[src/rtl/core/aldbr_pkg.sv]
// Package for the ladder keypad debounce block: widths, register indexes, reset values, button codes, phase type.
package aldbr_pkg;

    localparam int SAMPLE_BITS_DEF = 10;
    localparam int THR_W           = 10;
    localparam int TICK_W          = 16;
    localparam int CODE_W          = 3;
    localparam int CFG_IDX_W       = 3;
    localparam int CFG_DATA_W      = 16;

    // register indexes
    localparam logic [CFG_IDX_W-1:0] REG_THR_ONE   = 3'd0;
    localparam logic [CFG_IDX_W-1:0] REG_THR_TWO   = 3'd1;
    localparam logic [CFG_IDX_W-1:0] REG_THR_THREE = 3'd2;
    localparam logic [CFG_IDX_W-1:0] REG_THR_FOUR  = 3'd3;
    localparam logic [CFG_IDX_W-1:0] REG_THR_FIVE  = 3'd4;
    localparam logic [CFG_IDX_W-1:0] REG_FIRST     = 3'd5;
    localparam logic [CFG_IDX_W-1:0] REG_LONG      = 3'd6;
    localparam logic [CFG_IDX_W-1:0] REG_REPEAT    = 3'd7;

    // reset values
    localparam logic [THR_W-1:0]  RST_THR_ONE   = 10'd102;
    localparam logic [THR_W-1:0]  RST_THR_TWO   = 10'd306;
    localparam logic [THR_W-1:0]  RST_THR_THREE = 10'd510;
    localparam logic [THR_W-1:0]  RST_THR_FOUR  = 10'd714;
    localparam logic [THR_W-1:0]  RST_THR_FIVE  = 10'd918;
    localparam logic [TICK_W-1:0] RST_FIRST     = 16'd5;
    localparam logic [TICK_W-1:0] RST_LONG      = 16'd100;
    localparam logic [TICK_W-1:0] RST_REPEAT    = 16'd25;

    // button codes
    localparam logic [CODE_W-1:0] CODE_NONE  = 3'd0;
    localparam logic [CODE_W-1:0] CODE_ONE   = 3'd1;
    localparam logic [CODE_W-1:0] CODE_TWO   = 3'd2;
    localparam logic [CODE_W-1:0] CODE_THREE = 3'd3;
    localparam logic [CODE_W-1:0] CODE_FOUR  = 3'd4;
    localparam logic [CODE_W-1:0] CODE_FIVE  = 3'd5;

    localparam logic [TICK_W-1:0] TICK_MAX = {TICK_W{1'b1}};

    typedef enum logic [2:0] {
        PH_FIRST  = 3'b001,
        PH_LONG   = 3'b010,
        PH_REPEAT = 3'b100
    } t_phase;

endpackage

[src/rtl/core/adc_ladder_button_debounce_repeat.sv]
// Resistor-ladder keypad: sample classification, debounce and auto-repeat.
//
//  channel | direction | handshake                  | payload
//  --------+-----------+----------------------------+-------------------------------
//  in      | sink      | i_in_valid / o_in_stall    | i_adc_sample
//  out     | source    | o_out_valid / i_out_stall  | o_button_code, o_press_event
//  cfg     | sink      | i_cfg_we                   | i_cfg_index, i_cfg_data
//
// One beat in, one beat out; a beat may enter every cycle while no stall holds the result.
// The sample is captured in the input register, then classification, the hold
// counter update and the event compare run in one pass into the result register.
// The hold state (code, counter, phase) updates when the result register loads.
// Reset (i_rst_n low, synchronous) clears valids, state and loads default registers.
// A stall on the out side holds the result; the input register keeps taking a beat
// as long as the result register can move, so a stalled full output stalls the input.
module adc_ladder_button_debounce_repeat #(
    parameter int SAMPLE_BITS = aldbr_pkg::SAMPLE_BITS_DEF
) (
    input  logic                                i_clk,
    input  logic                                i_rst_n,
    // sample beats
    input  logic                                i_in_valid,
    output logic                                o_in_stall,
    input  logic [SAMPLE_BITS-1:0]              i_adc_sample,
    // result beats
    output logic                                o_out_valid,
    input  logic                                i_out_stall,
    output logic [aldbr_pkg::CODE_W-1:0]        o_button_code,
    output logic                                o_press_event,
    // register writes
    input  logic                                i_cfg_we,
    input  logic [aldbr_pkg::CFG_IDX_W-1:0]     i_cfg_index,
    input  logic [aldbr_pkg::CFG_DATA_W-1:0]    i_cfg_data
);

    // compare width covers both the sample and the 10-bit thresholds
    localparam int CmpW = (SAMPLE_BITS > aldbr_pkg::THR_W) ? SAMPLE_BITS : aldbr_pkg::THR_W;

    // configuration registers
    logic [aldbr_pkg::THR_W-1:0]  r_thr_one, r_thr_two, r_thr_three, r_thr_four, r_thr_five;
    logic [aldbr_pkg::TICK_W-1:0] r_first_ticks, r_long_ticks, r_repeat_ticks;

    // pipeline registers
    logic                         r_in_valid;
    logic [SAMPLE_BITS-1:0]       r_in_sample;
    logic                         r_out_valid;
    logic [aldbr_pkg::CODE_W-1:0] r_out_code;
    logic                         r_out_event;

    // hold state
    logic [aldbr_pkg::CODE_W-1:0] r_prev_code;
    logic [aldbr_pkg::TICK_W-1:0] r_hold_count;
    aldbr_pkg::t_phase            r_phase;

    logic [aldbr_pkg::CODE_W-1:0] n_code;
    logic [aldbr_pkg::TICK_W-1:0] n_hold_count;
    aldbr_pkg::t_phase            n_phase;
    logic                         n_event;

    logic [aldbr_pkg::TICK_W-1:0] w_count;
    logic [aldbr_pkg::TICK_W-1:0] w_limit;
    aldbr_pkg::t_phase            w_phase;
    logic [CmpW-1:0]              w_sample;

    logic w_out_load;   // result register takes the stage-one beat
    logic w_in_take;    // input register takes a new beat

    assign w_out_load = r_in_valid && (!r_out_valid || !i_out_stall);
    assign w_in_take  = !r_in_valid || w_out_load;
    assign o_in_stall = !w_in_take;

    // ---- register writes ----
    always_ff @(posedge i_clk) begin
        if (!i_rst_n) begin
            r_thr_one      <= aldbr_pkg::RST_THR_ONE;
            r_thr_two      <= aldbr_pkg::RST_THR_TWO;
            r_thr_three    <= aldbr_pkg::RST_THR_THREE;
            r_thr_four     <= aldbr_pkg::RST_THR_FOUR;
            r_thr_five     <= aldbr_pkg::RST_THR_FIVE;
            r_first_ticks  <= aldbr_pkg::RST_FIRST;
            r_long_ticks   <= aldbr_pkg::RST_LONG;
            r_repeat_ticks <= aldbr_pkg::RST_REPEAT;
        end else if (i_cfg_we) begin
            case (i_cfg_index)
                aldbr_pkg::REG_THR_ONE:   r_thr_one      <= i_cfg_data[aldbr_pkg::THR_W-1:0];
                aldbr_pkg::REG_THR_TWO:   r_thr_two      <= i_cfg_data[aldbr_pkg::THR_W-1:0];
                aldbr_pkg::REG_THR_THREE: r_thr_three    <= i_cfg_data[aldbr_pkg::THR_W-1:0];
                aldbr_pkg::REG_THR_FOUR:  r_thr_four     <= i_cfg_data[aldbr_pkg::THR_W-1:0];
                aldbr_pkg::REG_THR_FIVE:  r_thr_five     <= i_cfg_data[aldbr_pkg::THR_W-1:0];
                aldbr_pkg::REG_FIRST:     r_first_ticks  <= i_cfg_data;
                aldbr_pkg::REG_LONG:      r_long_ticks   <= i_cfg_data;
                aldbr_pkg::REG_REPEAT:    r_repeat_ticks <= i_cfg_data;
                default: ;
            endcase
        end
    end

    // ---- classify: highest threshold checked first, first exceeded wins ----
    assign w_sample = CmpW'(r_in_sample);

    always_comb begin
        if (w_sample > CmpW'(r_thr_five))       n_code = aldbr_pkg::CODE_FIVE;
        else if (w_sample > CmpW'(r_thr_four))  n_code = aldbr_pkg::CODE_FOUR;
        else if (w_sample > CmpW'(r_thr_three)) n_code = aldbr_pkg::CODE_THREE;
        else if (w_sample > CmpW'(r_thr_two))   n_code = aldbr_pkg::CODE_TWO;
        else if (w_sample > CmpW'(r_thr_one))   n_code = aldbr_pkg::CODE_ONE;
        else                                    n_code = aldbr_pkg::CODE_NONE;
    end

    // ---- hold counter and phase ----
    always_comb begin
        // same code: saturating count; new code: restart debounce
        if (n_code == r_prev_code) begin
            w_count = (r_hold_count == aldbr_pkg::TICK_MAX) ? r_hold_count
                                                            : r_hold_count + 1'b1;
            w_phase = r_phase;
        end else begin
            w_count = '0;
            w_phase = aldbr_pkg::PH_FIRST;
        end

        case (w_phase)
            aldbr_pkg::PH_FIRST: w_limit = r_first_ticks;
            aldbr_pkg::PH_LONG:  w_limit = r_long_ticks;
            default:             w_limit = r_repeat_ticks;
        endcase

        // zero hold time fires on entry since the test is >=
        n_event = (w_count >= w_limit);
        if (n_event) begin
            n_hold_count = '0;
            case (w_phase)
                aldbr_pkg::PH_FIRST: n_phase = aldbr_pkg::PH_LONG;
                default:             n_phase = aldbr_pkg::PH_REPEAT;
            endcase
        end else begin
            n_hold_count = w_count;
            n_phase      = w_phase;
        end
    end

    // ---- pipeline control and state ----
    always_ff @(posedge i_clk) begin
        if (!i_rst_n) begin
            r_in_valid   <= 1'b0;
            r_out_valid  <= 1'b0;
            r_prev_code  <= aldbr_pkg::CODE_NONE;
            r_hold_count <= '0;
            r_phase      <= aldbr_pkg::PH_FIRST;
        end else begin
            if (w_in_take) begin
                r_in_valid <= i_in_valid;
            end
            if (w_out_load) begin
                r_out_valid  <= 1'b1;
                r_prev_code  <= n_code;
                r_hold_count <= n_hold_count;
                r_phase      <= n_phase;
            end else if (!i_out_stall) begin
                r_out_valid <= 1'b0;
            end
        end
    end

    // payload, no reset
    always_ff @(posedge i_clk) begin
        if (w_in_take && i_in_valid) begin
            r_in_sample <= i_adc_sample;
        end
        if (w_out_load) begin
            r_out_code  <= n_code;
            r_out_event <= n_event;
        end
    end

    assign o_out_valid   = r_out_valid;
    assign o_button_code = r_out_code;
    assign o_press_event = r_out_event;

endmodule
[config.mk]
export PLATFORM = sky130hd
export DESIGN_NAME = adc_ladder_button_debounce_repeat
export DESIGN_NICKNAME = d
export VERILOG_FILES = /design/src/rtl/core/aldbr_pkg.sv /design/src/rtl/core/adc_ladder_button_debounce_repeat.sv
export SDC_FILE = /design/constraint.sdc
export NUM_CORES = 1
export LEC_CHECK = 0
export BUFFER_PORTS_ARGS = -buffer_cell sky130_fd_sc_hd__buf_2
export CAP_MARGIN = 25
export CORE_ASPECT_RATIO = 0.5
export CORE_MARGIN = 4
export CORE_UTILIZATION = 45
export CTS_BUF_LIST = sky130_fd_sc_hd__clkbuf_8
export CTS_CLUSTER_DIAMETER = 200
export DETAILED_ROUTE_END_ITERATION = 10
export GPL_ROUTABILITY_DRIVEN = 0
export PLACE_DENSITY = 0.61
export SKIP_CTS_REPAIR_TIMING = 1
export SYNTH_ARGS = -nofsm -noshare
export SYNTH_HDL_FRONTEND = slang
export SYNTH_SLANG_ARGS = --single-unit
export TNS_END_PERCENT = 50
[constraint.sdc]
create_clock -name i_clk -period 6.07 [get_ports i_clk]
set_clock_uncertainty 0.1 [all_clocks]
set_input_delay 0.3035 -clock i_clk [delete_from_list [all_inputs] [get_ports i_clk]]
set_output_delay 0.3035 -clock i_clk [all_outputs]
set_load 0.01 [all_outputs]
# ---- Word-level counts from Yosys, hierarchy flattened
# Cells that the tools add are included.
dict set report op_classes {
  n_eq_ne 12
  muxes 14
  n_reduce_logical 17
  n_addsub 1
  magnitude_cmp 6
}
# operator count
set ops {}
lappend ops {{$gt 10x10->1} 5}
lappend ops {{$mux 16} 3}
lappend ops {{$pmux 16 s2} 1}
lappend ops {{$add 16x1->16 const B} 1}
lappend ops {{$eq 16x16->1 const B} 1}
lappend ops {{$ge 16x16->1} 1}
lappend ops {{$reduce_and 2->1} 8}
lappend ops {{$mux 3} 5}
lappend ops {{$eq 3x3->1 const B} 4}
lappend ops {{$eq 3x2->1 const B} 3}
lappend ops {{$eq 3x1->1 const B} 2}
lappend ops {{$logic_not 1->1} 4}
lappend ops {{$mux 2} 2}
lappend ops {{$eq 3x3->1} 1}
lappend ops {{$logic_not 3->1} 1}
lappend ops {{$mux 1} 3}
lappend ops {{$logic_and 1x1->1} 2}
lappend ops {{$logic_or 1x1->1} 2}
lappend ops {{$ne 2x1->1 const B} 1}
dict set report totals {
  wordCells 66
  reg_bits 136
  input_bits 34
}

# ---- Logic depth before layout (Yosys ltp)
dict set report depth {
  ltp_word 12
  depth_mapped 24
}

# ---- Least setup slack after synthesis
# OpenSTA, ideal clock, no wires.
dict set report synth_path {
  kind {register to register}
  start {register r_in_sample[5]}
  end {register r_hold_count[11] (netlist name)}
  period_less_slack_ns 5.340
  path_slack_ns 0.730
  path_buffers 5
  setup_time_ns 0.057
  arrival_ns 5.182
  path_stages_with_launch 22
  cell_sequence {edfxtp_1 -> ha_1 -> a21oi_2 -> o21ai_2 -> a2111oi_4 -> a2bb2o_4 -> buf_6 -> a211o_1 -> a22o_1 -> buf_6 -> or2_1 -> buf_6 -> buf_6 -> a21oi_2 -> ha_1 -> a2111o_1 -> a2111o_1 -> o311ai_1 -> nand3_1 -> clkbuf_1 -> a211oi_1 -> a21o_1}
}
dict set report synth_between {
  word_cells_on_any_way 18
  classes_between {order compare: 6; eq/ne: 3; mux: 9}
}
# element line
set synth_rtl {}
lappend synth_rtl {{from (decl)} adc_ladder_button_debounce_repeat.sv:45} ;# logic [SAMPLE_BITS-1:0] r_in_sample;
lappend synth_rtl {{from (signal assigned)} adc_ladder_button_debounce_repeat.sv:168} ;# r_in_sample <= i_adc_sample;
lappend synth_rtl {{$gt 10x10->1} adc_ladder_button_debounce_repeat.sv:103} ;# else if (w_sample > CmpW'(r_thr_four)) n_code = aldbr_pkg::CODE_FOUR;
lappend synth_rtl {{$mux 3} adc_ladder_button_debounce_repeat.sv:103}
lappend synth_rtl {{$mux 3 (*)} adc_ladder_button_debounce_repeat.sv:102} ;# if (w_sample > CmpW'(r_thr_five)) n_code = aldbr_pkg::CODE_FIVE;
lappend synth_rtl {{named net n_code (one bit)} adc_ladder_button_debounce_repeat.sv:55} ;# logic [aldbr_pkg::CODE_W-1:0] n_code;
lappend synth_rtl {{$eq 3x3->1 (*)} adc_ladder_button_debounce_repeat.sv:113} ;# if (n_code == r_prev_code) begin
lappend synth_rtl {{$mux 3} adc_ladder_button_debounce_repeat.sv:113}
lappend synth_rtl {{$eq 3x2->1 or $eq 3x1->1 (tied branches)} adc_ladder_button_debounce_repeat.sv:122} ;# case (w_phase)
lappend synth_rtl {{$pmux 16 s2} adc_ladder_button_debounce_repeat.sv:122}
lappend synth_rtl {{$ge 16x16->1} adc_ladder_button_debounce_repeat.sv:129} ;# n_event = (w_count >= w_limit);
lappend synth_rtl {{$mux 16 (*)} adc_ladder_button_debounce_repeat.sv:130} ;# if (n_event) begin
lappend synth_rtl {{to (signal assigned)} adc_ladder_button_debounce_repeat.sv:157} ;# r_hold_count <= n_hold_count;
lappend synth_rtl {{to (decl)} adc_ladder_button_debounce_repeat.sv:52} ;# logic [aldbr_pkg::TICK_W-1:0] r_hold_count;
# The timed path passes the listed nets; every way through them passes the cells marked *.
# A chain may end at the register's enable or synchronous reset.

# ---- Final worst setup path
dict set report layout_path {
  start {register r_in_sample[3]}
  end {register r_hold_count[5] (netlist name)}
}
dict set report layout_between {
  elab_chain_len 12
  word_cells_on_any_way 18
  classes_between {order compare: 6; eq/ne: 3; mux: 9}
}
# element line
set layout_rtl {}
lappend layout_rtl {{$gt 10x10->1} adc_ladder_button_debounce_repeat.sv:106} ;# else if (w_sample > CmpW'(r_thr_one)) n_code = aldbr_pkg::CODE_ONE;
lappend layout_rtl {{$mux 1} adc_ladder_button_debounce_repeat.sv:106}
lappend layout_rtl {{$mux 2} adc_ladder_button_debounce_repeat.sv:105} ;# else if (w_sample > CmpW'(r_thr_two)) n_code = aldbr_pkg::CODE_TWO;
lappend layout_rtl {{$mux 2} adc_ladder_button_debounce_repeat.sv:104} ;# else if (w_sample > CmpW'(r_thr_three)) n_code = aldbr_pkg::CODE_THREE;
lappend layout_rtl {{$mux 3} adc_ladder_button_debounce_repeat.sv:103}
lappend layout_rtl {{$mux 3 (*)} adc_ladder_button_debounce_repeat.sv:102}
lappend layout_rtl {{$eq 3x3->1 (*)} adc_ladder_button_debounce_repeat.sv:113}
lappend layout_rtl {{$mux 3} adc_ladder_button_debounce_repeat.sv:113}
lappend layout_rtl {{$eq 3x2->1 or $eq 3x1->1 (tied branches)} adc_ladder_button_debounce_repeat.sv:122}
lappend layout_rtl {{$pmux 16 s2} adc_ladder_button_debounce_repeat.sv:122}
lappend layout_rtl {{$ge 16x16->1} adc_ladder_button_debounce_repeat.sv:129}
lappend layout_rtl {{$mux 16 (*)} adc_ladder_button_debounce_repeat.sv:130}
# Mark *: on every way between the ends. The rest lies on a longest branch, timed or not.

==> metrics.md <==
| Metric | Value |
|---|---|
| Outcome | finished, final reports clean |
| Setup crit start kind | register |
| Syn Inst Count | between 900 and 1,000 |
| Max_slew headroom | 0.359 |
| Die ar. | slightly below 20,000 um2 |
| Clock Pin Slew Worst Setup and Hold Paths | ~90 ps |
| Largest area contributor in the netlist | dfxtp_1 |
| Slowest cell delay on critical path | approximately 640 ps |
| F_max | about 170 MHz |
| Final setup TNS | 0 ps |
| Dpl hpwl | 14,300 um |
| Reg2reg setup slack | roughly 350 ps |
| Number of flops mapped to enable cells by yosys | 14 |
| Gr usage total | 0.216 |
| H-tree Lvls | 4 |
| WP data required | about 6300 ps |
| Die Wd | around 190 um |
| Peak VDD IR | about 0.00014 V |
| Num CTS Buffers | 17 |
| DRT iter0 DRCs | 363 |
| Core Rows | 33 |
| Critical Path AT | roughly 6000 ps |
| Tmin final | ~5700 ps |
| RSZ-0062 raised after global routing | no |
| Initial antenna violation count | 0 |
| R2R Path End | r_hold_count[5] |
| Hold Crit Endpoint | r_first_ticks[15] |
| Starting Density | 0.465 |
| Maximum number of pins on one net before global-route repair | between 100 and 150 |
| Fin Hold WS | about 29 ps |
| Internal | approximately 1.5 mW |
| Post-synth ARST share | 0 |
| Pwr dens | approximately 240 nW/um2 |
| Worst path top cell family by delay | compound AO/OA/AOI/OAI gates |
| Hold_sp | i_cfg_data[15] |
| Clk Latency, worst-skew pair | approximately 450 ps |
| Crit end category | register |
| Final setup fails | 0 |
| Gate power share | 0.106 |
| Yosys top cell area share | 0.317 |
| #FFs+latches synth | roughly 140 |
| Root Buffer | clkbuf_8 |
| Top post-synthesis cells by area | dfxtp_1 (32%), ha_1 (11%), nand2_1 (10%), a21boi_0 (6.2%), edfxtp_1 (5.4%) |
| Worst Setup Path Type | reg2reg |
| Dominant synthesized flop cell | dfxtp_1 |
| Core region area | 16,600 um2 |
| Psw | between 0.5 and 0.6 mW |
| Final net count | between 1,000 and 1,500 |
| Die H | 101 um |
| Worst path slowest cell | a2111oi_2 |
| Routed Antenna Nets | 0 |
| Share of cells above drive strength 1 | 0.103 |
| CP cell instances | ha_1, a21oi_1, o21ai_1, a2111oi_2, o221ai_1, a211o_1, a22o_2, or2_1, buf_4, a21oi_1, ha_1, a21o_1, a2111o_1, o311ai_1, buf_4, nand3_1, or2_2, o31ai_1 |
| CTS tree | yes |
| Maximum fanout along the worst path | 11 |
| Flop pwr share | 0.462 |
| I/O pin total | 40 |
| Clock group share of total power | 0.432 |
| Drt pass-1 iters | 5 |
| Pleak | ~3.5 nW |
| Fin crit share | 0.942 |
| Mapped Nets | approximately 1,100 |
| Global-route wire length before repair | roughly 33,000 um |
| Min-delay worst type | in2reg |
| Hold Path Depth | 3 |
| WP buf/inv | 2 |
| Mapped Area | between 7000 and 8000 um2 |
| Clock sink count | between 100 and 150 |
| Avg Inst Size Synth | 8.02 um2 |
| Maxcap violations | 0 |
| Maximum root-to-sink buffer count | 2 |
| Max-slew violations | 0 |
| Yosys Warn Count | 0 |
| Switching Fraction | 0.256 |
| Syn-to-layout area delta | 12.6% |
| Sequential fraction of the synthesis area | 0.371 |
| Drt total wl | roughly 20,000 um |
| Gr ovfl total | 0 |
| Worst R2R Start | r_in_sample[3] |
| DP Area | slightly above 8000 um2 |
| Worst r2r path cells | 18 |
| Vias/cell | approximately 5.4 |
| Final Hold Fails | 0 |
| IO Port Bufs | 39 |
| Synth unique cells | between 50 and 60 |
| DRC violation count after routing | 0 |
| Total power | 2.05 mW |
| Via count | around 6,700 |
| Vias in the first global route | 6,493 |
| Wire per inst | 16.3 um |
| Measured slew at the worst slew-check pin | 958 ps |
| N_diodes | 0 |
| Design Area, Final | 8690 um2 |
[cell usage after synthesis, types with 3 or more instances]
library cell,n
nand2_1,210
dfxtp_1,122
nor2_1,72
ha_1,67
a21boi_0,64
a21oi_1,63
inv_1,57
clkbuf_1,39
nand3_1,34
o211ai_1,28
nor2b_1,23
edfxtp_1,14
nand4_1,14
o21ai_0,14
a211oi_1,11
a21o_1,11
nand2b_1,11
clkbuf_2,10
nor3_1,7
o31ai_1,7
a21oi_2,5
and3_1,5
xor2_1,5
a2111o_1,4
and4_1,4
buf_6,4
nor3b_1,4
o221ai_1,4
or2_2,4
a211o_1,3
and2_1,3
o21ai_1,3
xnor2_1,3
[area by class of cell]
type | instances | area [um2]
clock inverters | 13 | 201
well taps | 227 | 284
multi-input cells | 713 | 4390
repair buffers | 67 | 479
clock buffers | 19 | 262
fillers | 1566 | 7910
inverters | 57 | 214
flip-flops and latches | 136 | 2860
[worst max-delay path by stage]
stage	startpoint	endpoint	slack (ps)	cells past startpoint
2_1_floorplan	r_in_sample[5]	r_hold_count[11]	730	21
3_3_place_gp	r_in_sample[5]	r_hold_count[5]	710	18
3_5_place_dp	r_in_sample[3]	r_hold_count[5]	460	18
4_1_cts	r_in_sample[3]	r_hold_count[5]	380	18
5_1_grt	r_in_sample[3]	r_hold_count[1]	60	20
6_report	r_in_sample[3]	r_hold_count[5]	350	18
[routing by layer]
metal  vias to the layer above  GRT usage  share of wire
li1                       3385          -              -
met1                      3116      0.289           0.48
met2                       125      0.353           0.46
met3                        36     0.0398          0.039
met4                         0     0.0788          0.023
met5                         -          0              0
[tightest hold or removal path: stages]
cell,delay [ps]
buf_2,120
nand2_1,50
a21boi_0,60
[through the flow]
| stage | cells | util | setup WS (ps) |
|---|---|---|---|
| finish | 1232 | 0.523 | 350 |
| global route | 1232 | 0.523 | 61.9 |
| CTS | 1219 | 0.514 | 385 |
| detailed placement | 1187 | 0.486 | 455 |
| global placement | 1183 | 0.484 | 708 |
| floorplan | 962 | - | 730 |
[cell usage in the layout, fill, tap and decap left out, drive strengths merged, types with 5 or more instances in the layout]
cell type	count
xor2	5
inv	60
dlygate4sd3	11
and3	5
a21o	11
nand2	210
nand3	34
o211ai	28
o31ai	7
nor2b	23
or2	5
dfxtp	122
clkbuf	20
o21ai	18
edfxtp	14
nor2	72
a211oi	13
ha	67
nand4	14
nand2b	11
a21boi	66
nor3	7
bufinv	5
buf	55
a21oi	68
[registers in the layout, indices dropped and copies added, names as in the netlist, 10 cells and up]
name / cells
r_thr_five: 10
r_long_ticks: 16
r_thr_four: 10
r_in_sample: 10
r_repeat_ticks: 16
r_first_ticks: 16
r_thr_three: 10
r_thr_two: 10
r_thr_one: 10
r_hold_count: 16
[cell families (layout without fill, tap and decap cells)]
group,count (synthesis),in the layout,share of synthesized area
AO/OA/AOI/OAI,240,240,0.223
XOR/XNOR,8,8,0.00908
adder cells (fa/ha/maj),67,67,0.109
buffers and inverters,113,156,0.0607
flip-flops,136,136,0.371
multiplexers,2,2,0.00259
AND/OR/NAND/NOR,396,396,0.225
[power groups by stage]
stage	registers [mW]	logic, mW	clock network, mW
final	0.950	0.218	0.886
after global routing	0.953	0.244	0.944
after CTS	0.950	0.209	0.906
after detailed placement	0.971	0.208	0
after global placement	0.970	0.201	0
after floorplan	0.966	0.150	0
Note: power is estimated with default switching activity, not from simulation.
